### src/rtl/scc_pkg.sv
// ============================================================================
// scc_pkg - shared types and constants of the shifted coincidence counter
// Field widths, letter bounds, register codes and the queue status record.
// ============================================================================
package scc_pkg;

    localparam int BYTE_W  = 8;
    localparam int SHIFT_W = 5;
    localparam int COUNT_W = 24;
    localparam int CFG_W   = 5;
    localparam int PADDR_W = 3;
    localparam int PDATA_W = 32;

    localparam logic [BYTE_W-1:0] LOW_LETTER  = 8'h61;
    localparam logic [BYTE_W-1:0] HIGH_LETTER = 8'h7A;

    localparam logic [CFG_W-1:0] MAX_SHIFT_RESET = 5'd16;

    // Word index of each configuration register (byte address / 4).
    typedef enum logic [0:0] {
        REG_MAX_SHIFT = 1'b0
    } reg_index_t;

    // Status of the snapshot queue, seen by both the front and the back.
    typedef struct packed {
        logic full;
        logic empty;
    } fifo_stat_t;

    function automatic logic is_lower(input logic [BYTE_W-1:0] c);
        return (c >= LOW_LETTER) && (c <= HIGH_LETTER);
    endfunction

endpackage

### src/rtl/scc_if.sv
// ============================================================================
// scc_if - stream interfaces of the shifted coincidence counter
// Text byte channel and result channel, each with valid/ready handshake.
// ============================================================================
interface scc_text_if;
    logic                        valid;
    logic                        ready;
    logic [scc_pkg::BYTE_W-1:0]  text_byte;
    logic                        is_last;

    modport source (output valid, text_byte, is_last, input ready);
    modport sink   (input valid, text_byte, is_last, output ready);
endinterface

interface scc_result_if;
    logic                        valid;
    logic                        ready;
    logic [scc_pkg::SHIFT_W-1:0] shift;
    logic [scc_pkg::COUNT_W-1:0] match_count;
    logic                        last_result;

    modport source (output valid, shift, match_count, last_result, input ready);
    modport sink   (input valid, shift, match_count, last_result, output ready);
endinterface

### src/rtl/shifted_coincidence_counter_top.sv
// ============================================================================
// shifted_coincidence_counter_top - autocorrelation coincidence counter
// Counts equal lowercase letter pairs at every shift of a byte stream and
// reports one count per shift at the end of each text.
// ============================================================================
// The block takes one text byte per clock cycle when not stalled. Every accepted
// byte is compared with the last MAX_SHIFT bytes in parallel, and the counter
// of each shift whose delayed byte is the same lowercase letter goes up by
// one, saturating at its maximum. The transfer that carries is_last adds its
// own pairs, copies all counts into a two-entry snapshot queue and clears the
// delay line and counters in the same cycle, so the next text can start on
// the very next cycle. From the queue the result side produces max_shift
// results (a value of 0 counts as 1, anything above MAX_SHIFT as MAX_SHIFT),
// one per cycle while the sink takes them, each passing the snapshot queue
// and output register. Text input stalls only when both snapshot slots are
// occupied, which happens when texts are shorter than the number of results
// they produce or when the result sink holds off. The max_shift register sits
// at byte address 0 of the APB port; it is meant to be written only while no
// text is in flight. Shift values wider than the five-bit field and counts
// wider than the 24-bit field are presented truncated.
// ============================================================================
module shifted_coincidence_counter_top #(
    parameter int MAX_SHIFT  = 16,
    parameter int COUNT_BITS = 24
) (
    input  logic                         clk,
    input  logic                         rst_n,
    input  logic                         psel,
    input  logic                         penable,
    input  logic                         pwrite,
    input  logic [scc_pkg::PADDR_W-1:0]  paddr,
    input  logic [scc_pkg::PDATA_W-1:0]  pwdata,
    output logic [scc_pkg::PDATA_W-1:0]  prdata,
    output logic                         pready,
    scc_text_if.sink                     text,
    scc_result_if.source                 result
);

    localparam int N_W        = $clog2(MAX_SHIFT + 1);
    localparam int IDX_W      = (MAX_SHIFT > 1) ? $clog2(MAX_SHIFT) : 1;
    localparam int SNAP_W     = MAX_SHIFT * COUNT_BITS + N_W;
    localparam int SNAP_DEPTH = 2;

    logic [scc_pkg::CFG_W-1:0] max_shift_reg;
    logic                      reg_hit;
    logic                      cfg_write;
    logic [N_W-1:0]            n_cfg;

    scc_pkg::fifo_stat_t       stat;
    logic                      push;
    logic                      pop;
    logic [SNAP_W-1:0]         snap;
    logic [SNAP_W-1:0]         head;

    // Configuration port: no wait states, the word index picks the register.
    assign pready    = 1'b1;
    assign reg_hit   = (paddr[scc_pkg::PADDR_W-1] == scc_pkg::REG_MAX_SHIFT);
    assign cfg_write = psel && penable && pwrite && pready && reg_hit;
    assign prdata    = reg_hit ? scc_pkg::PDATA_W'(max_shift_reg) : '0;

    always_ff @(posedge clk or negedge rst_n)
    begin
        if (!rst_n)
        begin
            max_shift_reg <= scc_pkg::MAX_SHIFT_RESET;
        end
        else if (cfg_write)
        begin
            max_shift_reg <= pwdata[scc_pkg::CFG_W-1:0];
        end
    end

    // Number of results per text, with the register clamped to 1..MAX_SHIFT.
    always_comb
    begin
        if (max_shift_reg == '0)
        begin
            n_cfg = N_W'(1);
        end
        else if (int'(max_shift_reg) > MAX_SHIFT)
        begin
            n_cfg = N_W'(MAX_SHIFT);
        end
        else
        begin
            n_cfg = N_W'(max_shift_reg);
        end
    end

    scc_front #(
        .MAX_SHIFT  (MAX_SHIFT),
        .COUNT_BITS (COUNT_BITS),
        .N_W        (N_W),
        .SNAP_W     (SNAP_W)
    ) u_front (
        .clk       (clk),
        .rst_n     (rst_n),
        .in_valid  (text.valid),
        .in_ready  (text.ready),
        .text_byte (text.text_byte),
        .is_last   (text.is_last),
        .n_cfg     (n_cfg),
        .stat      (stat),
        .push      (push),
        .snap      (snap)
    );

    scc_snap_fifo #(
        .WIDTH (SNAP_W),
        .DEPTH (SNAP_DEPTH)
    ) u_snap_fifo (
        .clk     (clk),
        .rst_n   (rst_n),
        .push    (push),
        .wr_data (snap),
        .pop     (pop),
        .rd_data (head),
        .stat    (stat)
    );

    scc_back #(
        .MAX_SHIFT  (MAX_SHIFT),
        .COUNT_BITS (COUNT_BITS),
        .N_W        (N_W),
        .IDX_W      (IDX_W),
        .SNAP_W     (SNAP_W)
    ) u_back (
        .clk         (clk),
        .rst_n       (rst_n),
        .head        (head),
        .stat        (stat),
        .pop         (pop),
        .out_valid   (result.valid),
        .out_ready   (result.ready),
        .shift       (result.shift),
        .match_count (result.match_count),
        .last_result (result.last_result)
    );

endmodule

### src/rtl/scc_front.sv
// ============================================================================
// scc_front - delay line and per-shift coincidence counters
// Compares each accepted byte with every delayed byte at once and pushes a
// snapshot of the counts into the queue when the final byte of a text arrives.
// ============================================================================
module scc_front #(
    parameter int MAX_SHIFT  = 16,
    parameter int COUNT_BITS = 24,
    parameter int N_W        = 5,
    parameter int SNAP_W     = 389
) (
    input  logic                        clk,
    input  logic                        rst_n,
    input  logic                        in_valid,
    output logic                        in_ready,
    input  logic [scc_pkg::BYTE_W-1:0]  text_byte,
    input  logic                        is_last,
    input  logic [N_W-1:0]              n_cfg,
    input  scc_pkg::fifo_stat_t         stat,
    output logic                        push,
    output logic [SNAP_W-1:0]           snap
);

    localparam logic [COUNT_BITS-1:0] LIMIT = {COUNT_BITS{1'b1}};

    logic [scc_pkg::BYTE_W-1:0] hist_reg [MAX_SHIFT];
    logic [COUNT_BITS-1:0]      cnt_reg  [MAX_SHIFT];
    logic [COUNT_BITS-1:0]      cnt_next [MAX_SHIFT];
    logic                       letter;
    logic                       accept;

    assign in_ready = !stat.full;
    assign accept   = in_valid && in_ready;
    assign push     = accept && is_last;
    assign letter   = scc_pkg::is_lower(text_byte);

    always_comb
    begin
        for (int t = 0; t < MAX_SHIFT; t++)
        begin
            if (letter && (hist_reg[t] == text_byte) && (cnt_reg[t] != LIMIT))
            begin
                cnt_next[t] = cnt_reg[t] + COUNT_BITS'(1);
            end
            else
            begin
                cnt_next[t] = cnt_reg[t];
            end
        end
    end

    // The snapshot includes the pairs of the final byte itself.
    always_comb
    begin
        snap = '0;
        for (int t = 0; t < MAX_SHIFT; t++)
        begin
            snap[t*COUNT_BITS +: COUNT_BITS] = cnt_next[t];
        end
        snap[SNAP_W-1 -: N_W] = n_cfg;
    end

    always_ff @(posedge clk or negedge rst_n)
    begin
        if (!rst_n)
        begin
            for (int t = 0; t < MAX_SHIFT; t++)
            begin
                hist_reg[t] <= '0;
                cnt_reg[t]  <= '0;
            end
        end
        else if (accept)
        begin
            if (is_last)
            begin
                for (int t = 0; t < MAX_SHIFT; t++)
                begin
                    hist_reg[t] <= '0;
                    cnt_reg[t]  <= '0;
                end
            end
            else
            begin
                hist_reg[0] <= text_byte;
                for (int t = 1; t < MAX_SHIFT; t++)
                begin
                    hist_reg[t] <= hist_reg[t-1];
                end
                for (int t = 0; t < MAX_SHIFT; t++)
                begin
                    cnt_reg[t] <= cnt_next[t];
                end
            end
        end
    end

endmodule

### src/rtl/scc_snap_fifo.sv
// ============================================================================
// scc_snap_fifo - short queue of count snapshots
// Register-based first-in first-out store between the front and the back.
// ============================================================================
module scc_snap_fifo #(
    parameter int WIDTH = 389,
    parameter int DEPTH = 2
) (
    input  logic                 clk,
    input  logic                 rst_n,
    input  logic                 push,
    input  logic [WIDTH-1:0]     wr_data,
    input  logic                 pop,
    output logic [WIDTH-1:0]     rd_data,
    output scc_pkg::fifo_stat_t  stat
);

    localparam int PTR_W = (DEPTH > 1) ? $clog2(DEPTH) : 1;
    localparam int CNT_W = $clog2(DEPTH + 1);

    logic [WIDTH-1:0] mem_reg [DEPTH];
    logic [PTR_W-1:0] wr_ptr_reg, wr_ptr_next;
    logic [PTR_W-1:0] rd_ptr_reg, rd_ptr_next;
    logic [CNT_W-1:0] cnt_reg, cnt_next;
    logic             do_push;
    logic             do_pop;

    assign stat.full  = (cnt_reg == CNT_W'(DEPTH));
    assign stat.empty = (cnt_reg == '0);
    assign do_push    = push && !stat.full;
    assign do_pop     = pop && !stat.empty;
    assign rd_data    = mem_reg[rd_ptr_reg];

    always_comb
    begin
        wr_ptr_next = wr_ptr_reg;
        rd_ptr_next = rd_ptr_reg;
        cnt_next    = cnt_reg;
        if (do_push)
        begin
            wr_ptr_next = (wr_ptr_reg == PTR_W'(DEPTH - 1)) ? '0 : wr_ptr_reg + PTR_W'(1);
        end
        if (do_pop)
        begin
            rd_ptr_next = (rd_ptr_reg == PTR_W'(DEPTH - 1)) ? '0 : rd_ptr_reg + PTR_W'(1);
        end
        if (do_push && !do_pop)
        begin
            cnt_next = cnt_reg + CNT_W'(1);
        end
        else if (do_pop && !do_push)
        begin
            cnt_next = cnt_reg - CNT_W'(1);
        end
    end

    always_ff @(posedge clk or negedge rst_n)
    begin
        if (!rst_n)
        begin
            wr_ptr_reg <= '0;
            rd_ptr_reg <= '0;
            cnt_reg    <= '0;
        end
        else
        begin
            wr_ptr_reg <= wr_ptr_next;
            rd_ptr_reg <= rd_ptr_next;
            cnt_reg    <= cnt_next;
        end
    end

    always_ff @(posedge clk)
    begin
        if (do_push)
        begin
            mem_reg[wr_ptr_reg] <= wr_data;
        end
    end

endmodule

### src/rtl/scc_back.sv
// ============================================================================
// scc_back - result sequencer
// Walks the snapshot at the head of the queue one shift per transfer and
// presents each result through an output register.
// ============================================================================
module scc_back #(
    parameter int MAX_SHIFT  = 16,
    parameter int COUNT_BITS = 24,
    parameter int N_W        = 5,
    parameter int IDX_W      = 4,
    parameter int SNAP_W     = 389
) (
    input  logic                         clk,
    input  logic                         rst_n,
    input  logic [SNAP_W-1:0]            head,
    input  scc_pkg::fifo_stat_t          stat,
    output logic                         pop,
    output logic                         out_valid,
    input  logic                         out_ready,
    output logic [scc_pkg::SHIFT_W-1:0]  shift,
    output logic [scc_pkg::COUNT_W-1:0]  match_count,
    output logic                         last_result
);

    logic [COUNT_BITS-1:0]       counts [MAX_SHIFT];
    logic [N_W-1:0]              n_head;
    logic [N_W-1:0]              sh;
    logic                        at_end;
    logic                        advance;
    logic                        load;
    logic [IDX_W-1:0]            idx_reg;
    logic                        out_valid_reg;
    logic [scc_pkg::SHIFT_W-1:0] shift_reg;
    logic [scc_pkg::COUNT_W-1:0] count_reg;
    logic                        last_reg;

    always_comb
    begin
        for (int t = 0; t < MAX_SHIFT; t++)
        begin
            counts[t] = head[t*COUNT_BITS +: COUNT_BITS];
        end
    end

    assign n_head  = head[SNAP_W-1 -: N_W];
    assign sh      = N_W'(idx_reg) + N_W'(1);
    assign at_end  = (sh == n_head);
    assign advance = !out_valid_reg || out_ready;
    assign load    = advance && !stat.empty;
    assign pop     = load && at_end;

    assign out_valid   = out_valid_reg;
    assign shift       = shift_reg;
    assign match_count = count_reg;
    assign last_result = last_reg;

    always_ff @(posedge clk or negedge rst_n)
    begin
        if (!rst_n)
        begin
            out_valid_reg <= 1'b0;
            idx_reg       <= '0;
        end
        else if (advance)
        begin
            out_valid_reg <= load;
            if (load)
            begin
                idx_reg <= at_end ? '0 : idx_reg + IDX_W'(1);
            end
        end
    end

    always_ff @(posedge clk)
    begin
        if (load)
        begin
            shift_reg <= scc_pkg::SHIFT_W'(sh);
            count_reg <= scc_pkg::COUNT_W'(counts[idx_reg]);
            last_reg  <= at_end;
        end
    end

endmodule

### src/flat_wrapper.sv
// flat-port wrapper written by rule: the top's interface ports become plain ports
module shifted_coincidence_counter_top_flat 
#(
    parameter int MAX_SHIFT  = 16,
    parameter int COUNT_BITS = 24
)
  (clk, rst_n, psel, penable, pwrite, paddr, pwdata, prdata, pready, text_valid, text_text_byte, text_is_last, text_ready, result_valid, result_shift, result_match_count, result_last_result, result_ready);
  scc_text_if text_i ();
  scc_result_if result_i ();
  input  logic clk;
  input  logic rst_n;
  input  logic psel;
  input  logic penable;
  input  logic pwrite;
  input  logic [scc_pkg::PADDR_W-1:0] paddr;
  input  logic [scc_pkg::PDATA_W-1:0] pwdata;
  output logic [scc_pkg::PDATA_W-1:0] prdata;
  output logic pready;
  input wire logic [$bits(text_i.valid)-1:0] text_valid;
  input wire logic [$bits(text_i.text_byte)-1:0] text_text_byte;
  input wire logic [$bits(text_i.is_last)-1:0] text_is_last;
  output wire logic [$bits(text_i.ready)-1:0] text_ready;
  output wire logic [$bits(result_i.valid)-1:0] result_valid;
  output wire logic [$bits(result_i.shift)-1:0] result_shift;
  output wire logic [$bits(result_i.match_count)-1:0] result_match_count;
  output wire logic [$bits(result_i.last_result)-1:0] result_last_result;
  input wire logic [$bits(result_i.ready)-1:0] result_ready;
  assign text_i.valid = text_valid;
  assign text_i.text_byte = text_text_byte;
  assign text_i.is_last = text_is_last;
  assign text_ready = text_i.ready;
  assign result_valid = result_i.valid;
  assign result_shift = result_i.shift;
  assign result_match_count = result_i.match_count;
  assign result_last_result = result_i.last_result;
  assign result_i.ready = result_ready;
  shifted_coincidence_counter_top #(.MAX_SHIFT(MAX_SHIFT), .COUNT_BITS(COUNT_BITS)) u_core (.clk(clk), .rst_n(rst_n), .psel(psel), .penable(penable), .pwrite(pwrite), .paddr(paddr), .pwdata(pwdata), .prdata(prdata), .pready(pready), .text(text_i), .result(result_i));
endmodule
### config.mk
export PLATFORM = sky130hd
export DESIGN_NAME = shifted_coincidence_counter_top_flat
export DESIGN_NICKNAME = d
export VERILOG_FILES = /design/src/rtl/scc_pkg.sv /design/src/rtl/scc_if.sv /design/src/rtl/shifted_coincidence_counter_top.sv /design/src/rtl/scc_front.sv /design/src/rtl/scc_snap_fifo.sv /design/src/rtl/scc_back.sv /design/src/flat_wrapper.sv
export SDC_FILE = /design/constraint.sdc
export NUM_CORES = 2
export LEC_CHECK = 0
export BUFFER_PORTS_ARGS = -buffer_cell sky130_fd_sc_hd__buf_2
export CAP_MARGIN = 10
export CORE_MARGIN = 5
export CORE_UTILIZATION = 64
export DETAILED_ROUTE_END_ITERATION = 8
export PLACE_DENSITY = 0.81
export SLEW_MARGIN = 20
export SYNTH_ARGS = -nofsm -noshare
export SYNTH_HDL_FRONTEND = slang
export SYNTH_SLANG_ARGS = --single-unit
### constraint.sdc
create_clock -name clk -period 20.1 [get_ports clk]
set_input_delay 3.015 -clock clk [delete_from_list [all_inputs] [get_ports clk]]
set_output_delay 3.015 -clock clk [all_outputs]
set_load 0.01 [all_outputs]
* After elaboration in Yosys (flattened, before gate mapping) *
Memories as Yosys holds them, arrays and structs flattened.
Index checks and enable logic that the tools add are counted.

storage, ports and cells
  input bits = 51
  memories kept = 1
  output and inout bits = 65
  memory bits (read-only) = 0
  RAM bits = 778
  word-level logic and storage cells = 189
  flip-flop bits (word level) = 556
  latch bits = 0

memories
  memory                      depth  bits a word  read ports  clocked after memory_dff  wr ports  RTL line             source
  u_core.u_snap_fifo.mem_reg  2      389          1           0                         1         scc_snap_fifo.sv:21  logic [WIDTH-1:0] mem_reg [DEPTH];

cells by class
  multiply operators = 0
  $lt $le $gt $ge = 4
  equal/unequal tests = 34
  mux-type cells = 31
  reduce and logical (&&, ||, !) cells = 54
  div/mod/pow operators = 0
  bitwise gates (word level) = 2
  add/subtract/negate cells = 22
  shift-type cells = 0

operators by type and width
  kind                                                                number
  2-to-1 mux 24 bit                                                   18
  adder 24 x 1 -> 24 bit (second input constant)                      16
  2-to-1 mux 384 bit                                                  1
  inequality test 24 bit (second input constant)                      16
  == test 8 bit                                                       16
  2-to-1 mux 128 bit                                                  1
  binary-select mux 24 bit (select 4 bit)                             1
  logical AND 1 bit                                                   44
  2-to-1 mux 5 bit                                                    3
  greater-or-equal comparator 8 x 7 -> 1 bit (second input constant)  1
  <= comparator 8 x 7 -> 1 bit (second input constant)                1
  adder 4 x 1 -> 5 bit (second input constant)                        1
  == test 5 bit                                                       1
  greater-or-equal comparator 5 bit (second input constant)           1
  > comparator 5 bit (second input constant)                          1
  logical NOT 1 bit                                                   5
  logical NOT 5 bit                                                   1
  inverter 4 -> 5 bit                                                 1
  adder 4 x 1 -> 4 bit (second input constant)                        1
  2-to-1 mux 1 bit                                                    4
  2-to-1 mux 2 bit                                                    2
  2-to-1 mux 4 bit                                                    1
  adder 1 bit (second input constant)                                 2
  adder 2 x 1 -> 2 bit (second input constant)                        1
  7 further kinds                                                     7

* Logic depth before layout (Yosys ltp) *
  word-level depth = 9
  gate-level depth with buffers = 11
  depth with buffers taken out = 10

* Modules after synthesis *
Synthesis repeated with hierarchy kept, for this count alone.

unflattened totals
  cell total of the unflattened synthesis = 5957
  area total of the unflattened synthesis = 69161.3 um^2

by module, submodules not included
  module                           area each (um^2)  cells an instance  instances  sequential area each (um^2)
  scc_front                        35815.6           4406               1          12812.3
  scc_snap_fifo                    28598.7           1229               1          23462.5
  scc_back                         4246.6            269                1          1026.0
  shifted_coincidence_counter_top  500.5             53                 1          126.4

* Worst setup path after synthesis *
Ideal clock, no wire load.

  path type = input port to flip-flop
  from = in text_is_last
  to = mem u_core.u_snap_fifo.mem_reg[0][0] (enable)
  stages on the path = 5
  data arrival time = 20.059 ns
  data required time = 18.949 ns
  buffers on the path = 3
  slack = -1.109 ns
  cell sequence = clkbuf_1 clkbuf_1 clkbuf_1 nand2_1 nor2_1

between the ends
  cells in the longest elaborated chain, start to end = 4

ends and longest elaborated chain
  item                                    RTL line             source
  from (decl)                             flat_wrapper.sv:21   input wire logic [$bits(text_i.is_last)-1:0] text_is_last;
  logical AND 1 bit                       scc_front.sv:34      assign push = accept && is_last;
  logical AND 1 bit                       scc_snap_fifo.sv:30  assign do_push = push && !stat.full;
  2-to-1 mux 1 bit                        scc_snap_fifo.sv:75  if (do_push)
  2-to-1 mux 1 bit (implied by the code)  scc_snap_fifo.sv:77  mem_reg[wr_ptr_reg] <= wr_data;
  to (decl)                               scc_snap_fifo.sv:21

No other way between the ends.

* Final worst setup path *
  from = in text_valid
  to = mem u_core.u_snap_fifo.mem_reg[1][128] (enable)

between the ends
  cells in the longest elaborated chain, start to end = 5

ends and longest elaborated chain
  item                                    RTL line             source
  from (decl)                             flat_wrapper.sv:19   input wire logic [$bits(text_i.valid)-1:0] text_valid;
  logical AND 1 bit                       scc_front.sv:33      assign accept = in_valid && in_ready;
  logical AND 1 bit                       scc_front.sv:34
  logical AND 1 bit                       scc_snap_fifo.sv:30
  2-to-1 mux 1 bit                        scc_snap_fifo.sv:75
  2-to-1 mux 1 bit (implied by the code)  scc_snap_fifo.sv:77

No other way between the ends.

==> flow_metrics.py <==
metrics = {
    "timing": {
        "worst_slew_pin_slew_ns": 1.19,
        "finalHoldViolCount": 0,
        "setup_viol": 0,
        "drv_slew": 0,
        "rsz0062_at_grt": "false",
        "finalCritPeriodShare_pct": 32.7,
        "max_freq_mhz": 152,
        "setup_tns_ns": 0,
        "finalWorstSetupSlack_ns": 13.53,
        "fin_worst_skew_ns": 0.0333,
        "relSlewSlack_pct": 20.4,
        "hold_slack_ns": 0.505,
        "period_minus_slack_ns": 6.57,
    },
    "global_route": {
        "grt_pass1_vias": 44900,
        "antenna_found_initial": 6,
        "grt_usage_pct": 29.1,
        "grt_overflow_total": 0,
        "grt_pass1_wl_um": 256000,
        "grt_max_degree": 306,
    },
    "routing": {
        "drc_errors": 0,
        "detail-route-antenna-nets": 0,
        "wire_per_inst_um": 23.2,
        "vias_per_cell": 6.58,
        "routed_wl_um": 164000,
        "drt_iter0_markers": 5935,
        "num_vias": 46500,
        "drtPass1Iterations": 6,
    },
    "synthesis": {
        "ys.flop_type": "edfxtp_1",
        "yosysSeqAreaShare_pct": 56.0,
        "yosys_warnings": 0,
        "synth-async-reset-ratio_pct": 39.4,
        "synth_edf_count": 808,
        "synth_cell_type_count": 87,
        "postSynthCellCount": 5744,
        "mappedNetlistArea_mm2": 0.0668,
        "syn_avg_cell_area_um2": 11.6,
        "ys_ff_latch": 1334,
    },
    "placed_design": {
        "hpwl_um": 105000,
        "gp_congestion": 0.873,
        "dpl_cell_area_mm2": 0.0676,
        "port_buffers": 58,
        "dp_slack_ns": 12.86,
    },
    "floorplan": {
        "floorplan.die_area_mm2": 0.111,
        "die_h_um": 333,
        "die-width_um": 333,
        "ios": 116,
        "core_area_mm2": 0.104,
        "rows": 118,
        "start_util_pct": 64.5,
    },
    "final_layout": {
        "largest_reg_flops": 778,
        "final_cell_mix": "edfxtp_1, nand2_1, dfrtp_1",
        "drive_gt1_share_pct": 9.77,
        "nets": 5645,
        "n_antenna_cell": 0,
        "layout_commonest_cell": "edfxtp_1",
        "area_growth_pct": 7.97,
        "fin_area_mm2": 0.0722,
    },
    "critical_path": {
        "critPathCaptureType": "flip-flop",
        "path_max_fanout": 165,
        "start_kind": "primary input",
        "cp.required_ns": 20.45,
        "critical_path_arrival_ns": 6.93,
        "critPathTopFamily": "buffers and inverters",
        "critPathMaxStageDelay_ns": 0.74,
        "critical_path_class": "primary input to flip-flop",
        "slowest_stage": "buf_4",
        "cp_common_cell": "buf_4",
        "path_buf_inv": 4,
        "path_cells": "buf_2 -> and2_4 -> and3_4 -> buf_4 -> buf_4 -> buf_12",
    },
    "pwr": {
        "p_switching_mw": 2.72,
        "power.internal_mw": 5.63,
        "power.density_mw_per_mm2": 116,
        "power_switching_share_pct": 32.6,
        "power.leakage_nw": 27.1,
        "ir_drop_mv": 0.110,
        "p_seq_share_pct": 43.7,
        "pwr-share-comb_pct": 25.7,
        "p_clk_share_pct": 30.7,
    },
    "outcome": {
        "status": "complete, no violations",
    },
    "cts": {
        "cts_hold_buf": 0,
        "path_clk_slew_ns": 0.06,
        "post-cts-setup-buffers": 0,
        "cts_tree": "done",
        "ctsResizeCount": 0,
        "clockBufferDepth": 3,
        "clkLatencyLatePin_ns": 0.75,
        "cts_buffers": 138,
        "clock-sinks": 1334,
        "cts.htree.levels": 4,
        "cts_root_buf": "clkbuf_16",
    },
    "job": {
        "cap_viol_max_count": 0,
    },
    "min_path": {
        "hold_class": "flip-flop to flip-flop",
    },
}
area by class of cell:
cell class | count | area [µm²]
clock inverter | 58 | 591
clock buffer | 195 | 3940
tap | 1380 | 1730
inverter | 79 | 302
fill | 6952 | 31500
timing repair buffer | 121 | 911
sequential | 1334 | 37400
multi-input combinational | 3902 | 27200
worst paths after layout:
path / cells past startpoint / endpoint / slack [ns] / start
setup / recovery: 6 / u_core.u_snap_fifo.mem_reg[1][128] / 13.53 / text_valid
hold / removal: 2 / u_core.u_front.hist_reg[4] / 0.50 / u_core.u_front.hist_reg[4]
setup reg to reg: 6 / u_core.u_snap_fifo.mem_reg[1][128] / 14.77 / u_core.u_snap_fifo.cnt_reg[0]
hold reg to reg: 2 / u_core.u_front.hist_reg[4] / 0.50 / u_core.u_front.hist_reg[4]
max in group asynchronous: 4 / u_core.u_front.cnt_reg[111] / 14.63 / rst_n
min in group asynchronous: 1 / u_core.u_front.hist_reg[37] / 2.31 / rst_n
metal layers:
layer	wire length (µm)	track usage, %	up-vias
met2	76000	44.9	2366
li1	-	-	20800
met1	66400	42.2	23000
met3	15400	5.24	344
met5	27	0	-
met4	6220	10.8	4
worst register-to-register path: stages (launching register included):
cell and delay, ns:
dfrtp_1 0.46, nand2b_1 0.61, and2_4 0.66, and3_4 0.70
buf_4 0.77, buf_4 0.77, buf_12 0.74
power groups by stage:
stage / registers [mW] / clock network, mW / logic [mW]
global placement: 3.66 / 0 / 2.04
global route: 3.68 / 2.71 / 2.27
finish: 3.65 / 2.56 / 2.14
floorplan: 3.67 / 0 / 1.42
CTS: 3.64 / 2.58 / 2.12
detailed placement: 3.69 / 0 / 2.10
stage by stage:
stage | power (mW) | instances | utilization [%]
floorplan | 5.09 | 5770 | -
finish | 8.35 | 7069 | 69.6
global route | 8.67 | 7069 | 69.6
global placement | 5.70 | 6814 | 65.2
CTS | 8.34 | 7067 | 69.6
detailed placement | 5.79 | 6814 | 65.2
synthesized netlist by cell type (110+ instances only):
cell type	n	share of area, %
nor2_1	414	2.3
mux4_2	158	5.3
dfrtp_1	525	20
and3_1	110	1.0
o21ai_0	362	2.7
clkbuf_1	327	1.8
xnor2_1	325	4.3
mux2i_1	365	5.5
xor2_1	180	2.4
nand3_1	205	1.5
nor3_1	121	0.91
nand2_1	702	3.9
edfxtp_1	808	36
nand4_1	191	1.8
logic make-up (layout without fill, tap and decap cells):
| group | after synthesis | in the layout | share of synthesized area, % |
|---|---|---|---|
| AO/OA/AOI/OAI | 706 | 706 | 6.92 |
| XOR/XNOR | 505 | 505 | 6.62 |
| adder cells (fa/ha/maj) | 18 | 18 | 0.337 |
| buffers and inverters | 534 | 453 | 3.46 |
| flip-flops | 1334 | 1334 | 56.0 |
| multiplexers | 530 | 530 | 10.9 |
| other | 2 | 28 | 0.0112 |
| AND/OR/NAND/NOR | 2115 | 2115 | 15.7 |
Power figures use the tool's default switching activity.
